<file path="config.mk">
export PLATFORM = sky130hd
export DESIGN_NAME = threshold_flag_time_qualifier
export DESIGN_NICKNAME = d
export VERILOG_FILES = /design/src/hw/rtl/tfq_pkg.sv /design/src/hw/rtl/threshold_flag_time_qualifier.sv /design/src/hw/rtl/tfq_step.sv
export SDC_FILE = /design/constraint.sdc
export NUM_CORES = 1
export LEC_CHECK = 0
export BUFFER_PORTS_ARGS = -buffer_cell sky130_fd_sc_hd__buf_2
export CAP_MARGIN = 10
export CORE_MARGIN = 2
export CORE_UTILIZATION = 55
export CTS_BUF_LIST = sky130_fd_sc_hd__clkbuf_16
export CTS_CLUSTER_DIAMETER = 30
export CTS_CLUSTER_SIZE = 12
export DETAILED_ROUTE_END_ITERATION = 8
export GPL_ROUTABILITY_DRIVEN = 0
export GPL_TIMING_DRIVEN = 0
export PLACE_DENSITY = 0.74
export RECOVER_POWER = 100
export REMOVE_ABC_BUFFERS = 1
export SLEW_MARGIN = 20
export SYNTH_ARGS = -nofsm -noshare
export SYNTH_HDL_FRONTEND = slang
export SYNTH_HIERARCHICAL = 1
export SYNTH_SLANG_ARGS = --single-unit
</file>
<file path="constraint.sdc">
create_clock -name clk -period 15.53 [get_ports clk]
set_input_delay 1.553 -clock clk [delete_from_list [all_inputs] [get_ports clk]]
set_output_delay 1.553 -clock clk [all_outputs]
set_load 0.05 [all_outputs]
</file>
<file path="src/hw/rtl/tfq_pkg.sv">
`default_nettype none
// ----------------------------------------------------------------------------
// tfq_pkg
// Shared types and constants for the time-qualified threshold flag.
// ----------------------------------------------------------------------------
package tfq_pkg;

    localparam int unsigned TS_W   = 48;
    localparam int unsigned LVL_W  = 32;
    localparam int unsigned TIME_W = 32;
    localparam int unsigned CODE_W = 6;
    localparam int unsigned ADDR_W = 3;

    localparam logic [TS_W-1:0] LOG_TIME_MASK = 48'h7FFF_FFFF_FFFF;
    localparam logic [TS_W-1:0] LOG_ACT_MARK  = 48'h8000_0000_0000;

    localparam logic [ADDR_W-1:0] REG_TRIGGER_LEVEL = 3'd0;
    localparam logic [ADDR_W-1:0] REG_RESET_LEVEL   = 3'd1;
    localparam logic [ADDR_W-1:0] REG_HYST_TIME     = 3'd2;
    localparam logic [ADDR_W-1:0] REG_HOLD_TIME     = 3'd3;
    localparam logic [ADDR_W-1:0] REG_FLAG_MODE     = 3'd4;
    localparam logic [ADDR_W-1:0] REG_LOG_ARMED     = 3'd5;
    localparam logic [ADDR_W-1:0] REG_ALARM_ID      = 3'd6;

    localparam logic [1:0] MODE_DISABLED  = 2'd0;
    localparam logic [1:0] MODE_LOG       = 2'd1;
    localparam logic [1:0] MODE_LOG_RELAY = 2'd2;

    typedef enum logic [1:0] {
        ST_INACTIVE   = 2'd0,
        ST_ACT_PEND   = 2'd1,
        ST_ACTIVE     = 2'd2,
        ST_INACT_PEND = 2'd3
    } alarm_state_t;

    typedef enum logic [1:0] {
        EV_NONE  = 2'd0,
        EV_ACT   = 2'd1,
        EV_DEACT = 2'd2
    } log_event_t;

    typedef struct packed {
        logic signed [LVL_W-1:0] trigger_level;
        logic signed [LVL_W-1:0] reset_level;
        logic [TIME_W-1:0]       hyst_time;
        logic [TIME_W-1:0]       hold_time;
        logic [1:0]              flag_mode;
        logic                    log_armed;
        logic [CODE_W-1:0]       alarm_id;
    } cfg_t;

    typedef struct packed {
        alarm_state_t    alarm_st;
        logic [TS_W-1:0] phase_start;
        logic            held_flag_bit;
        logic            held_relay_bit;
    } flag_ctx_t;

    typedef struct packed {
        logic              flag_bit;
        logic              relay_bit;
        log_event_t        log_event;
        logic [TS_W-1:0]   log_word;
        logic [CODE_W-1:0] log_id;
        alarm_state_t      state_now;
        logic              changed;
    } result_t;

endpackage
`default_nettype wire

</file>
<file path="src/hw/rtl/threshold_flag_time_qualifier.sv">
`default_nettype none
// ----------------------------------------------------------------------------
// threshold_flag_time_qualifier
// Hysteresis threshold detector with time-qualified state changes.
//
// Input channel: in_valid / in_stall carry sample_value and timestamp.
// Output channel: out_valid / out_stall carry one result per sample:
// flag_bit, relay_bit, log_event, log_word, log_id, state_now, changed.
// Registers are written through cfg_we / cfg_addr / cfg_wdata while idle;
// the user must keep to this, the block does not enforce it. A transaction
// is accepted when valid is high and stall is low. An accepted sample is
// captured in the input register, evaluated against the flag state and
// registered on the outputs when they can advance. Throughput is one sample
// per cycle while the receiver does not stall; the state machine, the phase
// timer adds and the threshold compares are all combinational. When the
// receiver stalls the result holds, the input register still takes one more
// sample, and in_stall rises once both registers are occupied. Reset clears
// the config, valid bits, flag state (inactive), phase start and held output
// bits; the sample, timestamp and result registers are not reset.
module threshold_flag_time_qualifier (
    input  wire logic        clk,
    input  wire logic        rst_n,
    input  wire logic        cfg_we,
    input  wire logic [2:0]  cfg_addr,
    input  wire logic [31:0] cfg_wdata,
    input  wire logic        in_valid,
    output logic             in_stall,
    input  wire logic signed [31:0] sample_value,
    input  wire logic [47:0] timestamp,
    output logic             out_valid,
    input  wire logic        out_stall,
    output logic             flag_bit,
    output logic             relay_bit,
    output logic [1:0]       log_event,
    output logic [47:0]      log_word,
    output logic [5:0]       log_id,
    output logic [1:0]       state_now,
    output logic             changed
);
    import tfq_pkg::*;

    cfg_t               cfg_reg;
    flag_ctx_t          ctx_reg;
    flag_ctx_t          ctx_next;
    result_t            res_reg;
    result_t            res_next;
    logic               in_vld_reg;
    logic signed [31:0] sample_reg;
    logic [TS_W-1:0]    ts_reg;
    logic               out_vld_reg;
    logic               advance;
    logic               in_take;

    assign advance  = in_vld_reg && (!out_vld_reg || !out_stall);
    assign in_stall = in_vld_reg && !advance;
    assign in_take  = in_valid && !in_stall;

    always_ff @(posedge clk or negedge rst_n)
    begin
        if (!rst_n)
        begin
            cfg_reg <= '0;
        end
        else if (cfg_we)
        begin
            case (cfg_addr)
                REG_TRIGGER_LEVEL: cfg_reg.trigger_level <= cfg_wdata;
                REG_RESET_LEVEL:   cfg_reg.reset_level   <= cfg_wdata;
                REG_HYST_TIME:     cfg_reg.hyst_time     <= cfg_wdata;
                REG_HOLD_TIME:     cfg_reg.hold_time     <= cfg_wdata;
                REG_FLAG_MODE:     cfg_reg.flag_mode     <= cfg_wdata[1:0];
                REG_LOG_ARMED:     cfg_reg.log_armed     <= cfg_wdata[0];
                REG_ALARM_ID:      cfg_reg.alarm_id      <= cfg_wdata[CODE_W-1:0];
                default: ;
            endcase
        end
    end

    tfq_step u_step (
        .cfg          (cfg_reg),
        .ctx          (ctx_reg),
        .sample_value (sample_reg),
        .timestamp    (ts_reg),
        .ctx_next     (ctx_next),
        .res          (res_next)
    );

    always_ff @(posedge clk or negedge rst_n)
    begin
        if (!rst_n)
        begin
            in_vld_reg  <= 1'b0;
            out_vld_reg <= 1'b0;
            ctx_reg     <= '{alarm_st: ST_INACTIVE, phase_start: '0,
                             held_flag_bit: 1'b0, held_relay_bit: 1'b0};
        end
        else
        begin
            if (in_take)
                in_vld_reg <= 1'b1;
            else if (advance)
                in_vld_reg <= 1'b0;
            if (advance)
            begin
                out_vld_reg <= 1'b1;
                ctx_reg     <= ctx_next;
            end
            else if (!out_stall)
            begin
                out_vld_reg <= 1'b0;
            end
        end
    end

    always_ff @(posedge clk)
    begin
        if (in_take)
        begin
            sample_reg <= sample_value;
            ts_reg     <= timestamp;
        end
        if (advance)
            res_reg <= res_next;
    end

    assign out_valid = out_vld_reg;
    assign flag_bit  = res_reg.flag_bit;
    assign relay_bit = res_reg.relay_bit;
    assign log_event = res_reg.log_event;
    assign log_word  = res_reg.log_word;
    assign log_id    = res_reg.log_id;
    assign state_now = res_reg.state_now;
    assign changed   = res_reg.changed;

    a_changed_settled: assert property (@(posedge clk) disable iff (!rst_n)
        (out_valid && changed) |->
            (state_now == ST_ACTIVE || state_now == ST_INACTIVE ||
             state_now == ST_INACT_PEND))
        else $error("confirmation reported with a pending-only state");

    a_log_needs_change: assert property (@(posedge clk) disable iff (!rst_n)
        (out_valid && log_event != EV_NONE) |-> changed)
        else $error("log transaction without a confirmed transition");

    a_relay_implies_flag: assert property (@(posedge clk) disable iff (!rst_n)
        (out_valid && relay_bit) |-> flag_bit)
        else $error("relay driven while flag is clear");

    a_state_tracks_ctx: assert property (@(posedge clk) disable iff (!rst_n)
        $past(advance) |-> (state_now == ctx_reg.alarm_st))
        else $error("result state differs from stored flag state");

endmodule
`default_nettype wire

</file>
<file path="src/hw/rtl/tfq_step.sv">
`default_nettype none
// ----------------------------------------------------------------------------
// tfq_step
// Next-state and result logic for one sample of the threshold flag machine.
// ----------------------------------------------------------------------------
module tfq_step (
    input  var tfq_pkg::cfg_t      cfg,
    input  var tfq_pkg::flag_ctx_t ctx,
    input  var logic signed [31:0] sample_value,
    input  var logic [47:0]        timestamp,
    output tfq_pkg::flag_ctx_t     ctx_next,
    output tfq_pkg::result_t       res
);
    import tfq_pkg::*;

    logic [TS_W:0]   ts_ext;
    logic [TS_W:0]   hyst_end;
    logic [TS_W:0]   hold_end;
    logic            run;
    logic            rising;
    logic            trig_hit;
    logic            rst_hit;
    logic            hyst_ok;
    alarm_state_t    st;
    logic [TS_W-1:0] ps;
    logic            chg;
    log_event_t      ev;
    logic [TS_W-1:0] word;
    logic            flag_b;
    logic            relay_b;

    assign ts_ext   = {1'b0, timestamp};
    assign hyst_end = {1'b0, ctx.phase_start} + {{(TS_W+1-TIME_W){1'b0}}, cfg.hyst_time};
    assign hold_end = {1'b0, ctx.phase_start} + {{(TS_W+1-TIME_W){1'b0}}, cfg.hold_time};
    assign hyst_ok  = (ts_ext >= hyst_end);

    assign rising   = (cfg.trigger_level >= cfg.reset_level);
    assign trig_hit = rising ? (sample_value >= cfg.trigger_level)
                             : (sample_value <= cfg.trigger_level);
    assign rst_hit  = rising ? (sample_value <= cfg.reset_level)
                             : (sample_value >= cfg.reset_level);

    assign run = (cfg.flag_mode != MODE_DISABLED) &&
                 !((cfg.hold_time != '0) && (ctx.alarm_st == ST_ACTIVE) &&
                   (ts_ext < hold_end));

    always_comb
    begin
        st      = ctx.alarm_st;
        ps      = ctx.phase_start;
        chg     = 1'b0;
        ev      = EV_NONE;
        word    = '0;
        flag_b  = ctx.held_flag_bit;
        relay_b = ctx.held_relay_bit;
        if (run)
        begin
            if (trig_hit)
            begin
                if (st == ST_INACTIVE || st == ST_INACT_PEND)
                begin
                    st = ST_ACT_PEND;
                    ps = timestamp;
                end
                else if (st == ST_ACT_PEND && hyst_ok)
                begin
                    st  = ST_ACTIVE;
                    chg = 1'b1;
                    if (cfg.log_armed)
                    begin
                        ev   = EV_ACT;
                        word = (timestamp & LOG_TIME_MASK) | LOG_ACT_MARK;
                    end
                end
            end
            // phase_start is untouched above whenever st is still INACT_PEND here
            if (rst_hit)
            begin
                if (st == ST_ACTIVE || st == ST_ACT_PEND)
                begin
                    st = ST_INACT_PEND;
                    ps = timestamp;
                end
                else if (st == ST_INACT_PEND && hyst_ok)
                begin
                    st  = ST_INACTIVE;
                    chg = 1'b1;
                    if (cfg.log_armed)
                    begin
                        ev   = EV_DEACT;
                        word = timestamp & LOG_TIME_MASK;
                    end
                end
            end
            flag_b  = (st == ST_ACTIVE) || (st == ST_INACT_PEND);
            relay_b = flag_b && (cfg.flag_mode == MODE_LOG_RELAY);
        end
    end

    always_comb
    begin
        ctx_next.alarm_st       = st;
        ctx_next.phase_start    = ps;
        ctx_next.held_flag_bit  = flag_b;
        ctx_next.held_relay_bit = relay_b;
        res.flag_bit  = flag_b;
        res.relay_bit = relay_b;
        res.log_event = ev;
        res.log_word  = word;
        res.log_id    = (ev != EV_NONE) ? cfg.alarm_id : '0;
        res.state_now = st;
        res.changed   = chg;
    end

endmodule
`default_nettype wire
</file>
==> implementation parameters, run 1 <==
Parameter                              Value

Worst setup path
  Buffers and inverters on the worst path ... 3
  Delay of the slowest cell on the worst path ... between 2 and 2.5 ns
  Slowest cell on the critical path ... sky130_fd_sc_hd__a2111oi_0
  Start-to-end type of the worst setup path ... reg -> reg
  Reg2reg setup slack ... between 5 and 6 ns
  Critical path launch point type ... flop
  Required time worst endpoint ... 15.98 ns
  Cell family contributing the most delay on the critical path ... compound AO/OA/AOI/OAI gates
  Crit path arrival time ... roughly 11 ns
  Worst setup EP type ... flop
  Worst-path fanout max ... 20

Timing
  Pins Over Slew Limit ... 290
  Worst rel slew slack ... -260%
  Worst clock skew on the final layout ... 0.0259 ns
  Setup repair after global routing missed its margin ... false
  Fin worst setup slack ... 5.34 ns
  Max Fclk ... between 90 and 100 MHz
  Total Neg Setup Slack ... 0 ns
  Worst-Margin Slew ... between 5 and 6 ns
  Fraction of the cycle the final worst path needs ... approximately 66%
  Hold Violations, Final ... 0
  Worst hold slack ... between 0.4 and 0.5 ns
  Setup-violating endpoint count in the final report ... 0
  Final critical path time including I/O delays and setup ... just over 10 ns

Cells and area
  Area growth from synthesis to layout ... 18.2%
  Final standard cell area without fillers ... roughly 0.025 mm²
  Non-filler cells in the finished layout ... approximately 2700
  Fraction of layout instances using a drive strength above 1 ... between 10% and 20%
  Number of filler instances in the final layout ... 2947
  Core Util, Final ... about two thirds
  Total number of nets in the final design ... 2459
  Flip-flop count of the largest register, all copies and words added ... 137

Place
  Dpl cell area ... between 0.02 and 0.025 mm²
  Post-place setup slack ... 7.72 ns
  Number of buffer cells added on primary ports ... approximately 180
  Post-detail-place hpwl ... a little under 40 mm
  Dpl cells ... approximately 2500

Route
  DRT iter0 DRCs ... about 910
  Post-route antenna net violation count ... 0
  First-pass iteration count of the detailed router ... 8
  Total wire length ... 53.4 mm
  Post-detailed-route wirelength per cell ... approximately 20 µm
  Vias after detailed routing ... between 15000 and 20000
  Count of unresolved DRC violations after routing ... 0
  Ratio of routed vias to standard cells ... 5.93

GRT
  Remaining global-route overflow ... 0
  Overall Global Routing Usage ... between 20 and 30%
  Initial antenna violation count ... 4
  Global-route wire length before repair ... around 84 mm
  Number of global-route vias before repair ... between 15000 and 20000
  Pin count of the biggest net entering global routing ... a little over 100

Synthesis
  Number of library cell types mapped by synthesis ... between 70 and 80
  Sequential share of the synthesized area ... around 43%
  Number of flops mapped to enable cells by yosys ... 141
  Post-Syn Instances ... ~1900
  Area of the mapped netlist ... between 0.02 and 0.025 mm²
  Mean cell area of the mapped netlist ... between 10 and 15 µm²
  Share of synthesized flip-flops with an asynchronous set or reset ... between 50% and 60%
  Yosys synthesis warning count ... 6
  Register bit count reported by yosys ... between 300 and 400
  Prevailing post-synth register cell ... sky130_fd_sc_hd__dfrtp_1

Run status
  Run status ... complete, but fails checks
  Failing checks ... capacitance limit, slew limit

Power
  P_leak ... between 10 and 15 nW
  IR drop worst, VDD ... 0.102 mV
  Power after layout ... 5.38 mW
  Areal power density over the cells ... approximately 220 mW/mm²

Floorplanning
  Top Ports ... ~180
  Site Rows ... between 70 and 80
  Effective utilization at floorplan ... between 50% and 60%
  Core footprint ... 0.0377 mm²
  X dimension of the die ... approximately 200 µm
  Die Area ... 0.0398 mm²
  Die Y ... around 200 µm

CTS
  Clock latency on the worst-skew pair ... roughly 0.6 ns
  Maximum buffer depth of the clock tree ... 3
  Count of instances resized after the clock tree is built ... 0
  Number of buffers inserted by post-CTS setup repair ... 0
  Clock buffer count from CTS ... just under 80
  TritonCTS sink count ... approximately 330
  TritonCTS clock tree ... built
  Number of levels the H-tree was split into ... 3
  # hold bufs at CTS ... 0
  Clock slew at the register clock pins of the worst setup and hold paths ... ~0.040 ns
  Master cell of the clock root buffer ... sky130_fd_sc_hd__clkbuf_16

Run
  Number of maximum-capacitance violations ... 6

Hold path
  Tightest Hold Check Type ... reg -> reg
[synthesized netlist by cell type, types with 4 or more instances]
library cell	number	area (µm²)
sky130_fd_sc_hd__a21oi_1	134	671
sky130_fd_sc_hd__dfrtp_1	191	4780
sky130_fd_sc_hd__mux2_1	62	698
sky130_fd_sc_hd__or3_1	5	31.3
sky130_fd_sc_hd__nand2_1	89	334
sky130_fd_sc_hd__ha_1	258	3230
sky130_fd_sc_hd__clkbuf_2	5	25.0
sky130_fd_sc_hd__o211ai_1	11	82.6
sky130_fd_sc_hd__mux2i_1	4	40.0
sky130_fd_sc_hd__buf_4	11	82.6
sky130_fd_sc_hd__o221ai_1	6	52.6
sky130_fd_sc_hd__and3_1	13	81.3
sky130_fd_sc_hd__inv_1	91	342
sky130_fd_sc_hd__edfxtp_1	141	4230
sky130_fd_sc_hd__nor4_1	17	106
sky130_fd_sc_hd__nor2b_1	20	125
sky130_fd_sc_hd__a211oi_1	24	180
sky130_fd_sc_hd__o22ai_1	5	31.3
sky130_fd_sc_hd__a2111oi_0	4	35.0
sky130_fd_sc_hd__nand3_1	43	215
sky130_fd_sc_hd__clkbuf_1	17	63.8
sky130_fd_sc_hd__o21a_1	18	135
sky130_fd_sc_hd__xnor2_1	43	377
sky130_fd_sc_hd__o21bai_1	19	143
sky130_fd_sc_hd__and2_1	60	375
sky130_fd_sc_hd__nor3_1	19	95.1
sky130_fd_sc_hd__o21ai_0	58	290
sky130_fd_sc_hd__o31ai_1	6	45.0
sky130_fd_sc_hd__nand2b_1	15	93.8
sky130_fd_sc_hd__xor2_1	38	333
sky130_fd_sc_hd__nand4_1	46	288
sky130_fd_sc_hd__mux2_2	175	1970
sky130_fd_sc_hd__nand4b_1	4	35.0
sky130_fd_sc_hd__a31oi_1	6	37.5
sky130_fd_sc_hd__buf_2	12	60.1
sky130_fd_sc_hd__a21o_1	44	330
sky130_fd_sc_hd__nor2_1	61	229
sky130_fd_sc_hd__buf_6	10	113
[path summary, 6_finish.rpt]
path,from,to,cells past startpoint
hold reg to reg,cfg_reg[101],cfg_reg[101],1
setup reg to reg,ctx_reg[2],log_word[38],28
max in group asynchronous,rst_n,cfg_reg[123],2
hold / removal,cfg_reg[101],cfg_reg[101],1
min in group asynchronous,rst_n,ctx_reg[2],1
setup / recovery,ctx_reg[2],log_word[38],28
[layer usage]
metal / up-vias / routed length (µm) / GRT usage (%)
met5: - / 0 / 0
met3: 127 / 3050 / 4.91
li1: 7434 / - / -
met1: 7678 / 23300 / 35.5
met4: 0 / 2130 / 12.6
met2: 519 / 24900 / 44.3
[report_power, final]
part	switching [mW]	internal (mW)	total [mW]
logic	1.35	1.09	2.44
clock network	0.526	1.09	1.61
registers	0.205	1.12	1.32
total	2.09	3.30	5.38
[placed cells by master, fill, tap and decap left out, drive strengths merged, types with 9 or more instances in the layout]
cell    synthesis  final
xor2           38     38
nor4           17     17
nor2b          20     20
o21bai         19     19
o21ai          61     61
a211oi         24     24
xnor2          43     43
dfrtp         191    191
a21o           44     44
and3           13     13
o21a           18     18
o31ai           9      9
ha            258    258
inv            91    114
nand3          43     43
bufinv          0      9
buf            36    112
nor2           61     61
a21oi         134    134
mux2          237    237
nor3           19     19
edfxtp        141    141
and2           60     60
clkinv          0     26
o211ai         11     11
nand2b         15     15
clkbuf         22    176
nand4          46     46
nand2          89     89
[layout make-up]
class / instances / area [µm²] / share of cell area (%)
clock buffer: 80 / 2000 / 8.06
tap: 511 / 639 / 2.58
inverter: 91 / 342 / 1.38
multi-input combinational: 1369 / 11300 / 45.4
sequential: 332 / 9010 / 36.3
timing repair buffer: 208 / 921 / 3.71
antenna: 4 / 10.0 / 0.0403
clock inverter: 62 / 626 / 2.52
[cell families after synthesis]
| logic type | after synthesis | share of synthesized area (%) |
|---|---|---|
| compound gates | 378 | 11.6 |
| xor+xnor | 81 | 3.38 |
| fa+ha+maj | 260 | 15.6 |
| buf+inv | 149 | 3.32 |
| flops | 332 | 42.9 |
| mux | 241 | 12.9 |
| simple gates | 409 | 10.3 |
No activity file was read; power rests on OpenSTA's default activity.
==> run 2: changes to the inputs <==
Settings changed: ABC_AREA from default to 1.
Clock period 15.53 ns to 10.45 ns, I/O delays scaled along.
==> implementation parameters, run 2 <==
Parameter                              Value

GRT
  Global routing usage on met1 ... between 30% and 40%
  Remaining global-route overflow ... 0
  Met2 track demand over resource ... between 40 and 50%
  Most heavily used metal layer in global routing ... met2
  Global Route met3 Usage ... under 10%
  Overall Global Routing Usage ... ~30%
  Initial antenna violation count ... 0
  Pin count of the biggest net entering global routing ... 83
  Global-route wire length before repair ... a little under 100 mm
  Number of global-route vias before repair ... about 20000

Synthesis
  Number of library cell types mapped by synthesis ... 52
  Yosys synthesis warning count ... 6
  Top post-synthesis cells by count ... sky130_fd_sc_hd__nand2_1, sky130_fd_sc_hd__inv_1, sky130_fd_sc_hd__ha_1, sky130_fd_sc_hd__dfrtp_1, sky130_fd_sc_hd__nor2_1
  Share of synthesized flip-flops with an asynchronous set or reset ... between 50% and 60%
  Sequential share of the synthesized area ... approximately 40%
  Prevailing post-synth register cell ... sky130_fd_sc_hd__dfrtp_1
  Mean cell area of the mapped netlist ... roughly 7.9 µm²
  Number of flops mapped to enable cells by yosys ... ~140
  Synth top area share ... a little over a fifth
  Cell with the most instances after synthesis ... sky130_fd_sc_hd__nand2_1
  Post-synth top area cell ... sky130_fd_sc_hd__dfrtp_1
  Register bit count reported by yosys ... between 300 and 400
  Area of the mapped netlist ... approximately 0.023 mm²
  Post-Syn Instances ... approximately 2800
  Main area contributors after synthesis ... sky130_fd_sc_hd__dfrtp_1, sky130_fd_sc_hd__edfxtp_1, sky130_fd_sc_hd__nand2_1

Power
  IR drop worst, VDD ... around 0.13 mV
  P_leak ... 13.1 nW
  Areal power density over the cells ... approximately 260 mW/mm²
  Power after layout ... 6.85 mW

Hold path
  Worst hold endpoint ... cfg_reg[79]
  Hold path depth ... 2
  Hold wc startpoint ... cfg_reg[79]
  Tightest Hold Check Type ... reg -> reg

Timing
  Fraction of the cycle the final worst path needs ... 73.2%
  Worst rel slew slack ... -189%
  Pins Over Slew Limit ... about 490
  Worst clock skew on the final layout ... 0.0369 ns
  Max Fclk ... around 130 MHz
  Total Neg Setup Slack ... 0 ns
  Setup repair after global routing missed its margin ... false
  Hold Violations, Final ... 0
  Setup-violating endpoint count in the final report ... 0
  Worst-Margin Slew ... 4.33 ns
  Final critical path time including I/O delays and setup ... approximately 7.6 ns

CTS
  TritonCTS clock tree ... built
  TritonCTS sink count ... 332
  Maximum buffer depth of the clock tree ... 3
  Count of instances resized after the clock tree is built ... 0
  Number of buffers inserted by post-CTS setup repair ... 0
  Clock latency on the worst-skew pair ... 0.60 ns
  # hold bufs at CTS ... 0
  Clock buffer count from CTS ... 71
  Clock slew at the register clock pins of the worst setup and hold paths ... ~0.05 ns
  Number of levels the H-tree was split into ... 3
  Master cell of the clock root buffer ... sky130_fd_sc_hd__clkbuf_16

Place
  Dpl cell area ... 0.0239 mm²
  Post-detail-place hpwl ... ~46 mm
  Number of buffer cells added on primary ports ... 182

Worst setup path
  Crit path arrival time ... just over 8 ns
  Delay of the slowest cell on the worst path ... 0.93 ns
  Worst reg2reg path endpoint ... ctx_reg[33]
  Origin of the worst setup path ... cfg_reg[41]
  Start-to-end type of the worst setup path ... reg -> reg
  Required time worst endpoint ... around 11 ns
  Worst setup EP type ... flop
  Reg2reg setup slack ... roughly 2.8 ns
  Slowest cell on the critical path ... sky130_fd_sc_hd__nor2_8
  Critical path launch point type ... flop
  Reg2Reg Depth ... 36
  Most Frequent Cell on Critical Path ... sky130_fd_sc_hd__nand2_1
  Worst r2r src ... cfg_reg[41]
  Worst-path fanout max ... 63

Floorplanning
  Effective utilization at floorplan ... around 55%
  Site Rows ... 74
  Core footprint ... around 0.041 mm²
  X dimension of the die ... 206 µm
  Top Ports ... around 180
  Die Y ... between 200 and 250 µm
  Die Area ... 0.0426 mm²

Run status
  Run status ... complete, but fails checks
  Failing checks ... capacitance limit, slew limit

Cells and area
  Area growth from synthesis to layout ... 15.5%
  Commonest cells after routing, fill and taps aside ... sky130_fd_sc_hd__nand2_1, sky130_fd_sc_hd__inv_1, sky130_fd_sc_hd__ha_1
  Fraction of layout instances using a drive strength above 1 ... under 10%
  Final standard cell area without fillers ... approximately 0.026 mm²
  Total number of nets in the final design ... 3411
  Flip-flop count of the largest register, all copies and words added ... ~140
  Antenna Cells ... 0
  Most common library cell in the layout ignoring fill and taps ... sky130_fd_sc_hd__nand2_1

Route
  Count of unresolved DRC violations after routing ... 0
  DRT iter0 DRCs ... 1724
  Total wire length ... approximately 63 mm
  Vias after detailed routing ... roughly 20000
  Ratio of routed vias to standard cells ... 5.64
  Post-route antenna net violation count ... 0
  First-pass iteration count of the detailed router ... 6
  Post-detailed-route wirelength per cell ... 17.3 µm

Run
  Number of maximum-capacitance violations ... 10
run 2: changes by cell type in the layout (fill, tap and decap cells not counted), sizes merged, moves of 17 or more:
cell,change
clkbuf,-30
nand2,+851
a211oi,-20
mux2,-237
nor2,+175
and2,-58
nor2b,-20
a21o,-37
nand4,-17
inv,+232
o21ai,+41
nand3,+116
xor2,+22
a21oi,+33
run 2: worst max path at each step:
stage / end / slack (ns) / cells after the start
after global placement: ctx_reg[35] / 3.23 / 36
after floorplan: ctx_reg[34] / 5.13 / 36
final: ctx_reg[33] / 2.81 / 36
after detailed placement: log_word[0] / 3.51 / 35
after global routing: ctx_reg[34] / 2.27 / 36
after CTS: log_word[18] / 3.42 / 35
run 2: cell families (layout without fill, tap and decap cells):
family	Yosys count	after routing	share of synthesized area [%]
AO/OA/AOI/OAI	330	330	8.00
XOR/XNOR	91	91	3.54
adder cells (fa/ha/maj)	260	260	14.5
buffers and inverters	408	659	7.55
flip-flops	332	332	40.0
AND/OR/NAND/NOR	1417	1417	26.4
run 2: worst max-delay path: cells and delay by family (launching register included):
kind	cells	cell delay (ns)
AOI/OAI and AO/OA	4	0.97
and+or+nand+nor	23	3.64
DFF	1	0.42
adders and majority gates	4	1.30
xor gates and xnor gates	1	0.21
buffers and inverters	4	0.91
run 2: layout make-up:
class | instances | area (µm²)
Clock buffer | 73 | 1830
Clock inverter | 58 | 623
Fill cell | 3429 | 14600
Inverter | 338 | 1270
Multi-Input combinational cell | 2098 | 11700
Sequential cell | 332 | 9010
Tap cell | 532 | 666
Timing Repair Buffer | 190 | 920
run 2: report_power, final:
| part | leakage (nW) | internal (mW) | switching, mW |
|---|---|---|---|
| logic | 8.12 | 0.937 | 1.80 |
| clock network | 1.19 | 1.48 | 0.765 |
| registers | 3.81 | 1.62 | 0.246 |
| total | 13.1 | 4.04 | 2.81 |
run 2: layer usage:
| metal | vias up | part of all wire, % |
|---|---|---|
| met2 | 878 | 46 |
| li1 | 9701 | - |
| met3 | 212 | 7.4 |
| met1 | 9620 | 41 |
| met5 | - | 0 |
| met4 | 0 | 5.1 |
run 2: through the flow:
stage / hold WS, ns / std cells / worst slack [ns] / util (%)
3_3_place_gp: 0.457 / 3482 / 3.23 / 58.3
4_1_cts: 0.317 / 3621 / 3.42 / 64.9
2_1_floorplan: 0.442 / 2768 / 5.13 / -
3_5_place_dp: 0.459 / 3490 / 3.51 / 58.9
5_1_grt: 0.496 / 3621 / 2.27 / 64.0
6_report: 0.468 / 3621 / 2.81 / 64.0
